[config.mk]
export PLATFORM = sky130hd
export DESIGN_NAME = sampled_derivative_stream
export DESIGN_NICKNAME = d
export VERILOG_FILES = /design/src/hdl/sds_pkg.sv /design/src/hdl/sds_window.sv /design/src/hdl/sds_scale.sv /design/src/hdl/sds_peak.sv /design/src/hdl/sampled_derivative_stream.sv
export SDC_FILE = /design/constraint.sdc
export NUM_CORES = 2
export LEC_CHECK = 0
export ABC_AREA = 1
export BUFFER_PORTS_ARGS = -buffer_cell sky130_fd_sc_hd__buf_4
export CAP_MARGIN = 20
export CORE_ASPECT_RATIO = 1.1
export CORE_UTILIZATION = 36
export DETAILED_ROUTE_END_ITERATION = 7
export GPL_TIMING_DRIVEN = 0
export SKIP_CTS_REPAIR_TIMING = 1
export SLEW_MARGIN = 0
export SYNTH_ARGS = -nofsm -noshare
export SYNTH_HDL_FRONTEND = slang
export SYNTH_SLANG_ARGS = --single-unit
[constraint.sdc]
create_clock -name clk -period 14.65 [get_ports clk]
set_input_delay 1.465 -clock clk [delete_from_list [all_inputs] [get_ports clk]]
set_output_delay 1.465 -clock clk [all_outputs]
set_load 0.02 [all_outputs]
[src/hdl/sds_pkg.sv]
// shared types and constants for the sampled derivative stream
`default_nettype none

package sds_pkg;

    localparam int SAMPLE_BITS_DEF = 16;
    localparam int SLOPE_BITS      = 35;
    localparam int APB_ADDR_W      = 3;
    localparam int APB_DATA_W      = 32;

    // register index, taken from paddr[2]
    localparam logic REG_DIFF_MODE = 1'b0;
    localparam logic REG_RECIP_DX  = 1'b1;

    typedef enum logic [1:0] {
        MODE_FWD = 2'd0,
        MODE_BWD = 2'd1,
        MODE_CEN = 2'd2,
        MODE_SG  = 2'd3
    } diff_mode_t;

    typedef enum logic [1:0] {
        DIV_1  = 2'd0,
        DIV_2  = 2'd1,
        DIV_10 = 2'd2
    } div_sel_t;

    localparam diff_mode_t  DIFF_MODE_RESET = MODE_CEN;
    localparam logic [15:0] RECIP_DX_RESET  = 16'd256;

    typedef struct packed {
        logic     neg;
        div_sel_t div;
        logic     done;
    } job_ctl_t;

endpackage

`default_nettype wire

[src/hdl/sds_window.sv]
// sample history, run position and queue of difference jobs
`default_nettype none

module sds_window #(
    parameter int SAMPLE_BITS = sds_pkg::SAMPLE_BITS_DEF
) (
    input  wire logic                          clk,
    input  wire logic                          rst_n,
    input  wire sds_pkg::diff_mode_t           diff_mode,
    input  wire logic signed [SAMPLE_BITS-1:0] sample,
    input  wire logic                          end_of_run,
    input  wire logic                          sample_valid,
    output logic                               sample_ready,
    output logic                               job_valid,
    input  wire logic                          job_ready,
    output logic [SAMPLE_BITS+1:0]             job_mag,
    output sds_pkg::job_ctl_t                  job_ctl
);

    localparam int NUM_W = SAMPLE_BITS + 3;
    localparam int MAG_W = SAMPLE_BITS + 2;
    localparam int SLOTS = 4;
    localparam int CNT_W = 3;

    // distance to the end of the run; far means not yet known
    localparam logic [1:0] REL_END = 2'd0;
    localparam logic [1:0] REL_ONE = 2'd1;
    localparam logic [1:0] REL_TWO = 2'd2;
    localparam logic [1:0] REL_FAR = 2'd3;

    typedef struct packed {
        logic [MAG_W-1:0]  mag;
        sds_pkg::job_ctl_t ctl;
    } job_t;

    function automatic job_t make_job(
        input logic signed [SAMPLE_BITS-1:0] prev,
        input logic signed [SAMPLE_BITS-1:0] cur,
        input logic signed [SAMPLE_BITS-1:0] nxt,
        input logic signed [NUM_W-1:0]       sg_num,
        input logic                          i_zero,
        input logic                          i_low,
        input logic [1:0]                    rel,
        input sds_pkg::diff_mode_t           mode,
        input logic                          done
    );
        logic signed [NUM_W-1:0] d_fwd;
        logic signed [NUM_W-1:0] d_bwd;
        logic signed [NUM_W-1:0] d_cen;
        logic signed [NUM_W-1:0] num;
        logic [NUM_W-1:0]        abs_num;
        sds_pkg::div_sel_t       div;
        job_t                    j;
        d_fwd = NUM_W'(nxt) - NUM_W'(cur);
        d_bwd = NUM_W'(cur) - NUM_W'(prev);
        d_cen = NUM_W'(nxt) - NUM_W'(prev);
        div   = sds_pkg::DIV_1;
        case (mode)
            sds_pkg::MODE_FWD: num = (rel != REL_END) ? d_fwd : d_bwd;
            sds_pkg::MODE_BWD: num = i_zero ? d_fwd : d_bwd;
            sds_pkg::MODE_CEN:
            begin
                if (i_zero)
                begin
                    num = d_fwd;
                end
                else if (rel == REL_END)
                begin
                    num = d_bwd;
                end
                else
                begin
                    num = d_cen;
                    div = sds_pkg::DIV_2;
                end
            end
            default:
            begin
                if (i_low)
                begin
                    num = (rel != REL_END) ? d_fwd : '0;
                end
                else if (rel == REL_TWO || rel == REL_FAR)
                begin
                    num = sg_num;
                    div = sds_pkg::DIV_10;
                end
                else
                begin
                    num = d_bwd;
                end
            end
        endcase
        abs_num    = num[NUM_W-1] ? NUM_W'(-num) : NUM_W'(num);
        j.mag      = abs_num[MAG_W-1:0];
        j.ctl.neg  = num[NUM_W-1];
        j.ctl.div  = div;
        j.ctl.done = done;
        return j;
    endfunction

    logic signed [SAMPLE_BITS-1:0] hist_reg [4];
    logic [2:0]                    position_reg;
    logic [2:0]                    position_next;
    job_t                          slot_reg [SLOTS];
    job_t                          slot_next [SLOTS];
    logic [CNT_W-1:0]              cnt_reg;
    logic [CNT_W-1:0]              cnt_next;

    logic                          accept;
    logic                          issue;
    logic [CNT_W-1:0]              base;
    logic [CNT_W-1:0]              n_new;
    logic [CNT_W-1:0]              off;
    logic signed [NUM_W-1:0]       sg_num;
    job_t                          job_a;
    job_t                          job_b;
    job_t                          job_c;
    job_t                          new_job [3];

    assign sample_ready = (cnt_reg <= CNT_W'(1));
    assign accept       = sample_valid && sample_ready;
    assign issue        = (cnt_reg != '0) && job_ready;
    assign job_valid    = (cnt_reg != '0);
    assign job_mag      = slot_reg[0].mag;
    assign job_ctl      = slot_reg[0].ctl;

    // window: hist_reg[3] oldest .. sample newest
    assign sg_num = ((NUM_W'(sample) - NUM_W'(hist_reg[3])) <<< 1)
                  + (NUM_W'(hist_reg[0]) - NUM_W'(hist_reg[2]));

    always_comb
    begin
        job_a = make_job(hist_reg[2], hist_reg[1], hist_reg[0], sg_num,
                         position_reg == 3'd2, position_reg < 3'd4,
                         end_of_run ? REL_TWO : REL_FAR, diff_mode, 1'b0);
        job_b = make_job(hist_reg[1], hist_reg[0], sample, sg_num,
                         position_reg == 3'd1, position_reg < 3'd3,
                         REL_ONE, diff_mode, 1'b0);
        job_c = make_job(hist_reg[0], sample, sample, sg_num,
                         position_reg == 3'd0, position_reg < 3'd2,
                         REL_END, diff_mode, 1'b1);

        new_job[0] = job_a;
        new_job[1] = job_b;
        new_job[2] = job_c;
        n_new      = '0;
        if (accept)
        begin
            if (end_of_run)
            begin
                if (position_reg >= 3'd2)
                begin
                    n_new = CNT_W'(3);
                end
                else if (position_reg == 3'd1)
                begin
                    // short run: only the last two indices exist
                    new_job[0] = job_b;
                    new_job[1] = job_c;
                    n_new      = CNT_W'(2);
                end
            end
            else if (position_reg >= 3'd2)
            begin
                n_new = CNT_W'(1);
            end
        end

        base = cnt_reg - CNT_W'(issue);
        for (int s = 0; s < SLOTS; s++)
        begin
            slot_next[s] = (s < SLOTS - 1 && issue) ? slot_reg[(s + 1) % SLOTS] : slot_reg[s];
            off          = CNT_W'(s) - base;
            if (CNT_W'(s) >= base && CNT_W'(s) < base + n_new)
            begin
                slot_next[s] = new_job[off[1:0]];
            end
        end
        cnt_next = base + n_new;

        position_next = position_reg;
        if (accept)
        begin
            if (end_of_run)
            begin
                position_next = '0;
            end
            else if (position_reg != 3'd7)
            begin
                position_next = position_reg + 3'd1;
            end
        end
    end

    always_ff @(posedge clk or negedge rst_n)
    begin
        if (!rst_n)
        begin
            cnt_reg      <= '0;
            position_reg <= '0;
            for (int h = 0; h < 4; h++)
            begin
                hist_reg[h] <= '0;
            end
        end
        else
        begin
            cnt_reg      <= cnt_next;
            position_reg <= position_next;
            if (accept)
            begin
                hist_reg[0] <= sample;
                hist_reg[1] <= hist_reg[0];
                hist_reg[2] <= hist_reg[1];
                hist_reg[3] <= hist_reg[2];
            end
        end
    end

    always_ff @(posedge clk)
    begin
        for (int s = 0; s < SLOTS; s++)
        begin
            slot_reg[s] <= slot_next[s];
        end
    end

    a_cnt_bound: assert property (@(posedge clk) disable iff (!rst_n)
        cnt_reg <= CNT_W'(SLOTS))
        else $error("job queue overfilled");

    a_flush_queued: assert property (@(posedge clk) disable iff (!rst_n)
        (accept && end_of_run && position_reg != 3'd0) |=> cnt_reg >= CNT_W'(2))
        else $error("end of run did not queue its flush");

endmodule

`default_nettype wire

[src/hdl/sds_scale.sv]
// scaling pipeline: magnitude times recip_dx, divided by 1, 2 or 10, saturated
`default_nettype none

module sds_scale #(
    parameter int SAMPLE_BITS = sds_pkg::SAMPLE_BITS_DEF
) (
    input  wire logic                                  clk,
    input  wire logic                                  rst_n,
    input  wire logic [15:0]                           recip_dx,
    input  wire logic                                  job_valid,
    output logic                                       job_ready,
    input  wire logic [SAMPLE_BITS+1:0]                job_mag,
    input  wire sds_pkg::job_ctl_t                     job_ctl,
    output logic                                       res_valid,
    input  wire logic                                  res_ready,
    output logic signed [sds_pkg::SLOPE_BITS-1:0]      res_slope,
    output logic [sds_pkg::SLOPE_BITS-1:0]             res_mag,
    output logic                                       res_done
);

    localparam int MAG_W = SAMPLE_BITS + 2;
    // exact m/10 by reciprocal for m < 2**MAG_W
    localparam int SH1  = MAG_W + 4;
    localparam int K1_W = MAG_W + 1;
    localparam int P1_W = MAG_W + K1_W;
    localparam logic [K1_W-1:0] K1 = K1_W'(((64'd1 << SH1) + 64'd9) / 64'd10);
    localparam int PA_W = MAG_W + 16;
    // remainder product is below 10 * 2**16
    localparam int PB_W = 20;
    localparam int SH2  = PB_W + 4;
    localparam int K2_W = PB_W + 1;
    localparam int P2_W = PB_W + K2_W;
    localparam logic [K2_W-1:0] K2 = K2_W'(((64'd1 << SH2) + 64'd9) / 64'd10);
    localparam int SB   = sds_pkg::SLOPE_BITS;
    localparam int EXT_W = (PA_W + 1 > SB) ? PA_W + 1 : SB;
    localparam logic [EXT_W-1:0] POS_MAX = EXT_W'((64'd1 << (SB - 1)) - 64'd1);
    localparam logic [EXT_W-1:0] NEG_MAX = EXT_W'(64'd1 << (SB - 1));

    logic                  v1_reg, v2_reg, v3_reg, v4_reg, v5_reg;
    logic                  rdy1, rdy2, rdy3, rdy4, rdy5;
    sds_pkg::job_ctl_t     ctl1_reg, ctl2_reg, ctl3_reg, ctl4_reg;
    logic                  done5_reg;

    logic [MAG_W-1:0]      m1_reg;
    logic [P1_W-1:0]       p1_reg;
    logic [P1_W-1:0]       p1_next;
    logic [MAG_W-1:0]      q2_reg;
    logic [MAG_W-1:0]      q2_next;
    logic [3:0]            rem2_reg;
    logic [3:0]            rem2_next;
    logic [PA_W-1:0]       pa3_reg;
    logic [PA_W-1:0]       pa3_next;
    logic [PB_W-1:0]       pb3_reg;
    logic [PB_W-1:0]       pb3_next;
    logic [PA_W-1:0]       pa4_reg;
    logic [15:0]           pb4_reg;
    logic [15:0]           pb4_next;
    logic signed [SB-1:0]  slope5_reg;
    logic signed [SB-1:0]  slope5_next;
    logic [SB-1:0]         mag5_reg;
    logic [SB-1:0]         mag5_next;

    logic [MAG_W-1:0]      q_div;
    logic [MAG_W-1:0]      q_x10;
    logic [MAG_W-1:0]      rem_full;
    logic [15:0]           r_eff;
    logic [P2_W-1:0]       prod2;
    logic [PA_W-1:0]       mag_sum;
    logic [EXT_W-1:0]      mag_ext;
    logic [EXT_W-1:0]      mag_sat;

    // a stage takes a beat when it is empty or its beat moves on
    assign rdy5      = !v5_reg || res_ready;
    assign rdy4      = !v4_reg || rdy5;
    assign rdy3      = !v3_reg || rdy4;
    assign rdy2      = !v2_reg || rdy3;
    assign rdy1      = !v1_reg || rdy2;
    assign job_ready = rdy1;

    assign r_eff = (recip_dx == '0) ? 16'd256 : recip_dx;

    always_comb
    begin
        p1_next = P1_W'(job_mag) * P1_W'(K1);

        q_div    = MAG_W'(p1_reg >> SH1);
        q_x10    = (q_div << 3) + (q_div << 1);
        rem_full = m1_reg - q_x10;
        if (ctl1_reg.div == sds_pkg::DIV_10)
        begin
            q2_next   = q_div;
            rem2_next = rem_full[3:0];
        end
        else
        begin
            q2_next   = m1_reg;
            rem2_next = '0;
        end

        pa3_next = PA_W'(q2_reg) * PA_W'(r_eff);
        pb3_next = PB_W'(rem2_reg) * PB_W'(r_eff);

        prod2    = P2_W'(pb3_reg) * P2_W'(K2);
        pb4_next = 16'(prod2 >> SH2);

        case (ctl4_reg.div)
            sds_pkg::DIV_2:  mag_sum = pa4_reg >> 1;
            sds_pkg::DIV_10: mag_sum = pa4_reg + PA_W'(pb4_reg);
            default:         mag_sum = pa4_reg;
        endcase
        mag_ext = EXT_W'(mag_sum);
        mag_sat = mag_ext;
        if (!ctl4_reg.neg && mag_ext > POS_MAX)
        begin
            mag_sat = POS_MAX;
        end
        else if (ctl4_reg.neg && mag_ext > NEG_MAX)
        begin
            mag_sat = NEG_MAX;
        end
        mag5_next   = mag_sat[SB-1:0];
        slope5_next = ctl4_reg.neg ? SB'(-mag5_next) : SB'(mag5_next);
    end

    always_ff @(posedge clk or negedge rst_n)
    begin
        if (!rst_n)
        begin
            v1_reg <= 1'b0;
            v2_reg <= 1'b0;
            v3_reg <= 1'b0;
            v4_reg <= 1'b0;
            v5_reg <= 1'b0;
        end
        else
        begin
            if (rdy1)
            begin
                v1_reg <= job_valid;
            end
            if (rdy2)
            begin
                v2_reg <= v1_reg;
            end
            if (rdy3)
            begin
                v3_reg <= v2_reg;
            end
            if (rdy4)
            begin
                v4_reg <= v3_reg;
            end
            if (rdy5)
            begin
                v5_reg <= v4_reg;
            end
        end
    end

    always_ff @(posedge clk)
    begin
        if (rdy1 && job_valid)
        begin
            ctl1_reg <= job_ctl;
            m1_reg   <= job_mag;
            p1_reg   <= p1_next;
        end
        if (rdy2 && v1_reg)
        begin
            ctl2_reg <= ctl1_reg;
            q2_reg   <= q2_next;
            rem2_reg <= rem2_next;
        end
        if (rdy3 && v2_reg)
        begin
            ctl3_reg <= ctl2_reg;
            pa3_reg  <= pa3_next;
            pb3_reg  <= pb3_next;
        end
        if (rdy4 && v3_reg)
        begin
            ctl4_reg <= ctl3_reg;
            pa4_reg  <= pa3_reg;
            pb4_reg  <= pb4_next;
        end
        if (rdy5 && v4_reg)
        begin
            done5_reg  <= ctl4_reg.done;
            slope5_reg <= slope5_next;
            mag5_reg   <= mag5_next;
        end
    end

    assign res_valid = v5_reg;
    assign res_slope = slope5_reg;
    assign res_mag   = mag5_reg;
    assign res_done  = done5_reg;

endmodule

`default_nettype wire

[src/hdl/sds_peak.sv]
// output register with running peak of the slope magnitude
`default_nettype none

module sds_peak (
    input  wire logic                                  clk,
    input  wire logic                                  rst_n,
    input  wire logic                                  res_valid,
    output logic                                       res_ready,
    input  wire logic signed [sds_pkg::SLOPE_BITS-1:0] res_slope,
    input  wire logic [sds_pkg::SLOPE_BITS-1:0]        res_mag,
    input  wire logic                                  res_done,
    output logic                                       slope_valid,
    input  wire logic                                  slope_ready,
    output logic signed [sds_pkg::SLOPE_BITS-1:0]      slope,
    output logic                                       run_done,
    output logic [sds_pkg::SLOPE_BITS-1:0]             peak_slope
);

    localparam int SB = sds_pkg::SLOPE_BITS;

    logic                 valid_reg;
    logic signed [SB-1:0] slope_reg;
    logic                 done_reg;
    logic [SB-1:0]        peak_reg;
    logic [SB-1:0]        peak_next;
    logic                 load;

    assign res_ready = !valid_reg || slope_ready;
    assign load      = res_valid && res_ready;
    assign peak_next = (res_mag > peak_reg) ? res_mag : peak_reg;

    always_ff @(posedge clk or negedge rst_n)
    begin
        if (!rst_n)
        begin
            valid_reg <= 1'b0;
            peak_reg  <= '0;
        end
        else
        begin
            if (res_ready)
            begin
                valid_reg <= res_valid;
            end
            if (load)
            begin
                peak_reg <= peak_next;
            end
        end
    end

    always_ff @(posedge clk)
    begin
        if (load)
        begin
            slope_reg <= res_slope;
            done_reg  <= res_done;
        end
    end

    assign slope_valid = valid_reg;
    assign slope       = slope_reg;
    assign run_done    = done_reg;
    assign peak_slope  = peak_reg;

    a_peak_monotonic: assert property (@(posedge clk) disable iff (!rst_n)
        1'b1 |=> peak_reg >= $past(peak_reg))
        else $error("peak decreased");

    a_peak_covers_slope: assert property (@(posedge clk) disable iff (!rst_n)
        valid_reg |-> peak_reg >= (slope_reg[SB-1] ? SB'(-slope_reg) : SB'(slope_reg)))
        else $error("peak below held slope");

endmodule

`default_nettype wire

[src/hdl/sampled_derivative_stream.sv]
// top level: register port, window, scaling pipeline and output stage
//
// Streaming first derivative of runs of signed samples.
// Input channel: sample and end_of_run move on a sample_valid/sample_ready beat;
// end_of_run marks the last sample of a run. Output channel: slope, run_done
// and peak_slope move on a slope_valid/slope_ready beat, one beat per sample
// of the run (a run of one sample gives none).
// Configuration: APB write of diff_mode (address 0) and recip_dx (address 4),
// only while the block is idle. pready is always high.
// The slope of sample i enters the job queue on the beat that completes its
// window (sample i+2, or the end of the run), then passes the scaling pipeline
// and the output register. Throughput: one sample per cycle inside a run while
// the pipeline takes jobs; the end-of-run beat queues up to three slopes in the
// four-entry job queue; the next sample then waits until at most one is left.
// Reset clears the run position, history, queue, pipeline and the peak, and
// loads diff_mode central and recip_dx 256.
// When the receiver stalls, the output register holds its beat, the pipeline
// fills behind it, and sample_ready drops once the job queue has two entries.
`default_nettype none

module sampled_derivative_stream #(
    parameter int SAMPLE_BITS = sds_pkg::SAMPLE_BITS_DEF
) (
    input  wire logic                                  clk,
    input  wire logic                                  rst_n,
    input  wire logic                                  psel,
    input  wire logic                                  penable,
    input  wire logic                                  pwrite,
    input  wire logic [sds_pkg::APB_ADDR_W-1:0]        paddr,
    input  wire logic [sds_pkg::APB_DATA_W-1:0]        pwdata,
    output logic [sds_pkg::APB_DATA_W-1:0]             prdata,
    output logic                                       pready,
    input  wire logic signed [SAMPLE_BITS-1:0]         sample,
    input  wire logic                                  end_of_run,
    input  wire logic                                  sample_valid,
    output logic                                       sample_ready,
    output logic signed [sds_pkg::SLOPE_BITS-1:0]      slope,
    output logic                                       run_done,
    output logic [sds_pkg::SLOPE_BITS-1:0]             peak_slope,
    output logic                                       slope_valid,
    input  wire logic                                  slope_ready
);

    sds_pkg::diff_mode_t        diff_mode_reg;
    logic [15:0]                recip_dx_reg;
    logic                       wr_en;
    logic                       reg_sel;

    logic                       job_valid;
    logic                       job_ready;
    logic [SAMPLE_BITS+1:0]     job_mag;
    sds_pkg::job_ctl_t          job_ctl;

    logic                                  res_valid;
    logic                                  res_ready;
    logic signed [sds_pkg::SLOPE_BITS-1:0] res_slope;
    logic [sds_pkg::SLOPE_BITS-1:0]        res_mag;
    logic                                  res_done;

    assign pready  = 1'b1;
    assign wr_en   = psel && penable && pwrite && pready;
    assign reg_sel = paddr[2];

    always_ff @(posedge clk or negedge rst_n)
    begin
        if (!rst_n)
        begin
            diff_mode_reg <= sds_pkg::DIFF_MODE_RESET;
            recip_dx_reg  <= sds_pkg::RECIP_DX_RESET;
        end
        else if (wr_en)
        begin
            unique case (reg_sel)
                sds_pkg::REG_DIFF_MODE:
                    diff_mode_reg <= sds_pkg::diff_mode_t'(pwdata[1:0]);
                sds_pkg::REG_RECIP_DX:  recip_dx_reg  <= pwdata[15:0];
                default:                recip_dx_reg  <= recip_dx_reg;
            endcase
        end
    end

    always_comb
    begin
        unique case (reg_sel)
            sds_pkg::REG_DIFF_MODE: prdata = {30'd0, diff_mode_reg};
            sds_pkg::REG_RECIP_DX:  prdata = {16'd0, recip_dx_reg};
            default:                prdata = '0;
        endcase
    end

    sds_window #(
        .SAMPLE_BITS (SAMPLE_BITS)
    ) u_window (
        .clk          (clk),
        .rst_n        (rst_n),
        .diff_mode    (diff_mode_reg),
        .sample       (sample),
        .end_of_run   (end_of_run),
        .sample_valid (sample_valid),
        .sample_ready (sample_ready),
        .job_valid    (job_valid),
        .job_ready    (job_ready),
        .job_mag      (job_mag),
        .job_ctl      (job_ctl)
    );

    sds_scale #(
        .SAMPLE_BITS (SAMPLE_BITS)
    ) u_scale (
        .clk       (clk),
        .rst_n     (rst_n),
        .recip_dx  (recip_dx_reg),
        .job_valid (job_valid),
        .job_ready (job_ready),
        .job_mag   (job_mag),
        .job_ctl   (job_ctl),
        .res_valid (res_valid),
        .res_ready (res_ready),
        .res_slope (res_slope),
        .res_mag   (res_mag),
        .res_done  (res_done)
    );

    sds_peak u_peak (
        .clk         (clk),
        .rst_n       (rst_n),
        .res_valid   (res_valid),
        .res_ready   (res_ready),
        .res_slope   (res_slope),
        .res_mag     (res_mag),
        .res_done    (res_done),
        .slope_valid (slope_valid),
        .slope_ready (slope_ready),
        .slope       (slope),
        .run_done    (run_done),
        .peak_slope  (peak_slope)
    );

endmodule

`default_nettype wire

-- Word-level counts from Yosys, hierarchy flattened
Memories as Yosys holds them, arrays and structs flattened.
Index checks and enable logic that the tools add are counted.
- bits in registers: 433
- bits in writable memories: 88
- input port bits: 59
- output and inout port bits: 106
- logic and storage cells: 204
- memories: 1
- memory list (name ; depth ; width ; rd ports ; clocked after Yosys merged registers in ; wr ports ; RTL line ; source):
    u_window.slot_reg ; 4 ; 22 ; 4 ; 0 ; 4 ; sds_window.sv:105 ; job_t slot_reg [SLOTS];
- add/sub/neg operators: 22
- $mul: 4
- order comparisons: 19
- equality and inequality tests: 10
- muxes and demuxes: 62
- bitwise gates (word level): 5
- reduce and logical (&&, ||, !) cells: 40
- operator list (operator ; number):
    $mux 22 ; 15
    $mux 19 ; 12
    $bmux 22 s2 ; 4
    $mux 44 ; 4
    $sub 16x16->17 ; 7
    $pmux 19 s3 ; 2
    $mux 35 ; 2
    $pmux 34 s2 ; 1
    $pmux 32 s2 ; 1
    $mux 18 ; 3
    $neg 18->18 ; 3
    $mul 20x20->39 const B ; 1
    $pmux 19 s2 ; 1
    $mul 18x19->37 const B ; 1
    $gt 34x35->1 const B ; 1
    $gt 35x35->1 ; 1
    $neg 35->35 ; 1
    $add 34x16->34 ; 1
    $mul 18x16->34 ; 1
    $mul 4x16->20 ; 1
    $add 19x19->19 ; 1
    $logic_not 16->1 ; 1
    $mux 16 ; 1
    $mux 15 ; 1
    36 further kinds ; 95

-- Depth between registers and ports, before layout
- word-level depth: 16
- mapped depth: 40
- mapped depth without buffers: 39

-- Modules after synthesis
From an unflattened synthesis, not the netlist that was laid out.
- cells, all modules: 7266
- area, all modules: 57199.9 um2
- by module, submodules not included (module ; instances ; cells an instance ; area each (um2) ; sequential area each (um2)):
    sds_scale ; 1 ; 4135 ; 35730.5 ; 7452.1
    sds_window ; 1 ; 2625 ; 16868.7 ; 4394.2
    sds_peak ; 1 ; 369 ; 3579.7 ; 1981.9
    sampled_derivative_stream ; 1 ; 137 ; 1021.0 ; 452.9

-- Least setup slack after synthesis
Ideal clock, no wire load.
- kind: input-to-reg
- start point: input slope_ready
- end point: memory u_window.slot_reg[1][0] in the netlist's numbering (enable)
- library setup time: 0.410 ns
- arrival: 6.045 ns
- required time: 14.240 ns
- path slack: 8.195 ns
- cell stages on the path: 24
- path buffers: 4
- cells stage by stage: nor2_1 > inv_1 > nor2_1 > inv_1 > nor2_1 > inv_1 > nor2_1 > inv_1 > nor2_1 > nand2_1 > nand2_1 > inv_1 > ha_1 > clkbuf_1 > inv_1 > clkbuf_1 > buf_2 > ha_1 > inv_1 > fa_1 > inv_1 > o211ai_1 > clkbuf_1 > nand2_1
- RTL lines (element ; RTL line ; source):
    start: declaration ; sampled_derivative_stream.sv:41 ; input wire logic slope_ready
    end: declaration ; sds_window.sv:105 ;

-- Worst setup path after layout
- start point: register recip_dx_reg[11]
- end point: register u_scale.pa3_reg[31] (data pin)
- word-level cells in the longest chain between the ends: 3
- RTL lines (element ; RTL line ; source):
    start: declaration ; sampled_derivative_stream.sv:45 ; logic [15:0] recip_dx_reg;
    start signal: assignment ; sampled_derivative_stream.sv:69 ; recip_dx_reg <= sds_pkg::RECIP_DX_RESET;
    start signal: assignment ; sampled_derivative_stream.sv:76 ; sds_pkg::REG_RECIP_DX: recip_dx_reg <= pwdata[15:0];
    start signal: assignment ; sampled_derivative_stream.sv:77 ; default: recip_dx_reg <= recip_dx_reg;
    $logic_not 16->1 ; sds_scale.sv:80 ; assign r_eff = (recip_dx == '0) ? 16'd256 : recip_dx;
    $mux 16 (*) ; sds_scale.sv:80 ;
    $mul 18x16->34 (*) ; sds_scale.sv:100 ; pa3_next = PA_W'(q2_reg) * PA_W'(r_eff);
    net u_scale.pa3_next[31] ; sds_scale.sv:52 ; logic [PA_W-1:0] pa3_next;
    end signal: assignment ; sds_scale.sv:177 ; pa3_reg <= pa3_next;
    end: declaration ; sds_scale.sv:51 ; logic [PA_W-1:0] pa3_reg;
Mark *: on every way through the listed nets, which the timed path passes. The rest lies on a longest branch.
A chain may end at the register's enable or synchronous reset.

==> metrics.md <==
| Metric | Value |
|---|---|
| Worst hold-check path type | `flip-flop to flip-flop` |
| Main synth FF type | `edfxtp_1` |
| Count leader, synth | `nand2_1` |
| DR DRC count | `0` |
| Post-Place Setup Slack | `6.20 ns` |
| Global-route wire length before repair | `266 mm` |
| Post-synth top cells | `1834 x nand2_1, 1476 x inv_1, 635 x ha_1` |
| Post-layout min period | `8.47 ns` |
| Total global routing overflow | `0` |
| DIE AREA | `158000 um^2` |
| Core Util, Final | `40.1%` |
| WS Path Type | `flip-flop to flip-flop` |
| Worst reg-to-reg path cell count | `27` |
| Hold EP | `u_peak.slope[1]` |
| Netlist cell types | `63` |
| Initial Util | `36.4%` |
| Synthesized flop and latch total | `496` |
| Clock transition at path regs | `0.06 ns` |
| Hpwl dp | `143 mm` |
| Initial antenna violation count | `1` |
| Layout cells sized above 1 | `4.91%` |
| Worst Setup Start Kind | `flip-flop` |
| Mux share of post-synthesis cell area | `0.358%` |
| Routed wire length | `170 mm` |
| Vias per inst | `4.98` |
| H-tree levels | `2` |
| Layout net count | `8499` |
| WHS | `0.412 ns` |
| Buf/Inv on CP | `6` |
| Core Region | `155000 um^2` |
| Slew headroom | `19.4%` |
| DR iter-0 viols | `3087` |
| Die Width | `379 um` |
| IO Count | `165` |
| Max reg flops | `88` |
| TritonRoute pass-1 iters | `6` |
| Cell repeated most along the worst path | `fa_1` |
| CTS Buf Count | `57` |
| CTS Sinks | `496` |
| Fin Clk Skew | `0.0382 ns` |
| CTS tree | `yes` |
| CP endpoint kind | `flip-flop` |
| Crit-path max FO | `10` |
| Required @ worst endpoint | `15.05 ns` |
| RSZ-0062 raised after global routing | `false` |
| ANT nets after route | `0` |
| Largest net degree at the start of global routing | `73` |
| I/O Buffers | `128` |
| FP Rows | `151` |
| Final setup vio count | `0` |
| Fmax | `118 MHz` |
| Synthesis-to-layout area growth | `10.1%` |
| Worst stage delay on the critical path | `0.83 ns` |
| Async SR Flop Fraction | `25.8%` |
| CP arrival | `8.87 ns` |
| Main combinational cell family by area after synthesis | `adder cells` |
| WHS Path Cells | `0` |
| Register area share after synthesis | `25.4%` |
| Chip height | `416 um` |
| Top delay family on crit path | `adder cells` |
| Slew of the pin with the lowest slew margin | `1.21 ns` |
| Compound-Gate Fraction of Synth Area | `7.33%` |
| Vias in the first global route | `47103` |
| Slowest stage cell, crit path | `nor4_1` |
| Share of the synthesized area in the top cell type | `19.7%` |
| Reg2reg start | `recip_dx_reg[11]` |
| Post-Syn Area per Cell | `7.93 um^2` |
| # fillers | `15910` |
| Cell Area, Synth | `56200 um^2` |
| Warnings from Yosys | `0` |
| Final hold vios | `0` |
| Slew Viols, Final | `0` |
| RR Endpoint | `u_scale.pa3_reg[31]` |
| Total Routing Usage GR | `21.7%` |
| Post-route setup TNS | `0 ns` |
| Flop-to-flop setup slack | `6.18 ns` |
| Final Cycle Share | `57.8%` |
| Area contributors post-synth | `edfxtp_1 20%, fa_1 18%, ha_1 14%, nand2_1 12%, inv_1 9.9%` |
| CTS root buffer | `clkbuf_16` |
| Post-Synth Adder-Cell Area | `31.8%` |
| WL/cell | `18.1 um` |
| Maximum Capacitance Violations | `0` |
| Post-synthesis simple-gate area fraction | `21.2%` |
| Mapped Cells | `7094` |
| Number of synthesized flops with an enable pin | `368` |
| Via count | `46916` |
| Maximum clock path buffer count | `3` |
| Setup ws final | `6.18 ns` |
| Worst Hold Launch | `u_scale.res_slope[1]` |
| Cell taking the most area after synthesis | `edfxtp_1` |
| Final Wtd Congestion | `0.984` |
| Worst-Skew Late Latency | `0.66 ns` |
| Status | `completed` |
| XOR/XNOR share of the synthesized area | `2.32%` |
[stage by stage]
step / area [um^2] / instances
after floorplan: 56300 / 7110
after global placement: 59800 / 9303
after detailed placement: 60100 / 9314
after CTS: 61900 / 9419
after global routing: 61900 / 9419
final: 61900 / 9420
[how the worst max path moves through the flow]
stage                           startpoint                       end  cells after the start
after floorplan                slope_ready   u_window.slot_reg[1][0]                     24
after global placement         slope_ready  u_window.slot_reg[1][18]                     25
after detailed placement  recip_dx_reg[10]       u_scale.pa3_reg[31]                     27
after CTS                 recip_dx_reg[10]       u_scale.pa3_reg[31]                     27
after global routing      recip_dx_reg[10]       u_scale.pa3_reg[31]                     27
final                     recip_dx_reg[11]       u_scale.pa3_reg[31]                     27
[worst reg2reg max path: cells and delay by family, from the launching register on]
| kind | cells | cell delay, ns |
|---|---|---|
| buffers and inverters | 6 | 1.24 |
| AO/OA/AOI/OAI | 5 | 1.09 |
| flip-flops | 1 | 0.36 |
| AND/OR/NAND/NOR | 9 | 2.00 |
| adder cells (fa/ha/maj) | 7 | 3.49 |
[placed cells by master, fill, tap and decap left out, types with 9 or more instances in the layout]
cell type	count
clkinv_2	13
buf_2	19
xnor2_1	42
or2_2	9
o21ai_0	254
nor3_1	39
o21bai_1	17
buf_4	149
clkbuf_16	57
nor2_2	11
a21oi_1	319
o211ai_1	31
nand3b_1	42
nand4_1	82
fa_1	497
and2_1	15
o21ai_1	25
edfxtp_1	368
clkinv_1	13
dfrtp_1	126
nor4_1	16
nand2_1	1834
nand3_1	463
a22oi_1	9
ha_1	635
mux2_2	17
buf_1	12
inv_2	16
inv_1	1474
xor2_1	103
nor2_1	318
a21boi_0	9
a21o_1	13
conb_1	18
o21a_1	13
clkbuf_1	166
[logic make-up after synthesis]
logic type / after synthesis
xor+xnor: 147
fa+ha+maj: 1132
flops: 496
simple gates: 2851
mux: 18
buf+inv: 1707
other cells: 2
compound gates: 741
[metal layers]
| layer | share of wire [%] | routed length (um) | vias to the layer above | track usage, % |
|---|---|---|---|---|
| li1 | - | - | 22803 | - |
| met1 | 42 | 71100 | 22328 | 27.1 |
| met2 | 48 | 82200 | 1451 | 37.8 |
| met3 | 5.4 | 9120 | 334 | 2.25 |
| met4 | 4.7 | 7970 | 0 | 9.03 |
| met5 | 0 | 0 | - | 0 |
[final cells by class]
cell class	instances	area (um^2)	area share (%)
Antenna cell	1	2.50	0.00404
Buffer	214	932	1.51
Clock buffer	67	1480	2.40
Clock inverter	38	339	0.548
Inverter	1493	5600	9.05
Multi-Input combinational cell	4907	35500	57.4
Sequential cell	496	14300	23.0
Tap cell	2065	2580	4.17
Timing Repair Buffer	139	1200	1.94
Power is not shown: default switching activity piles up to over one toggle a cycle in this logic, so the estimate is an artifact.
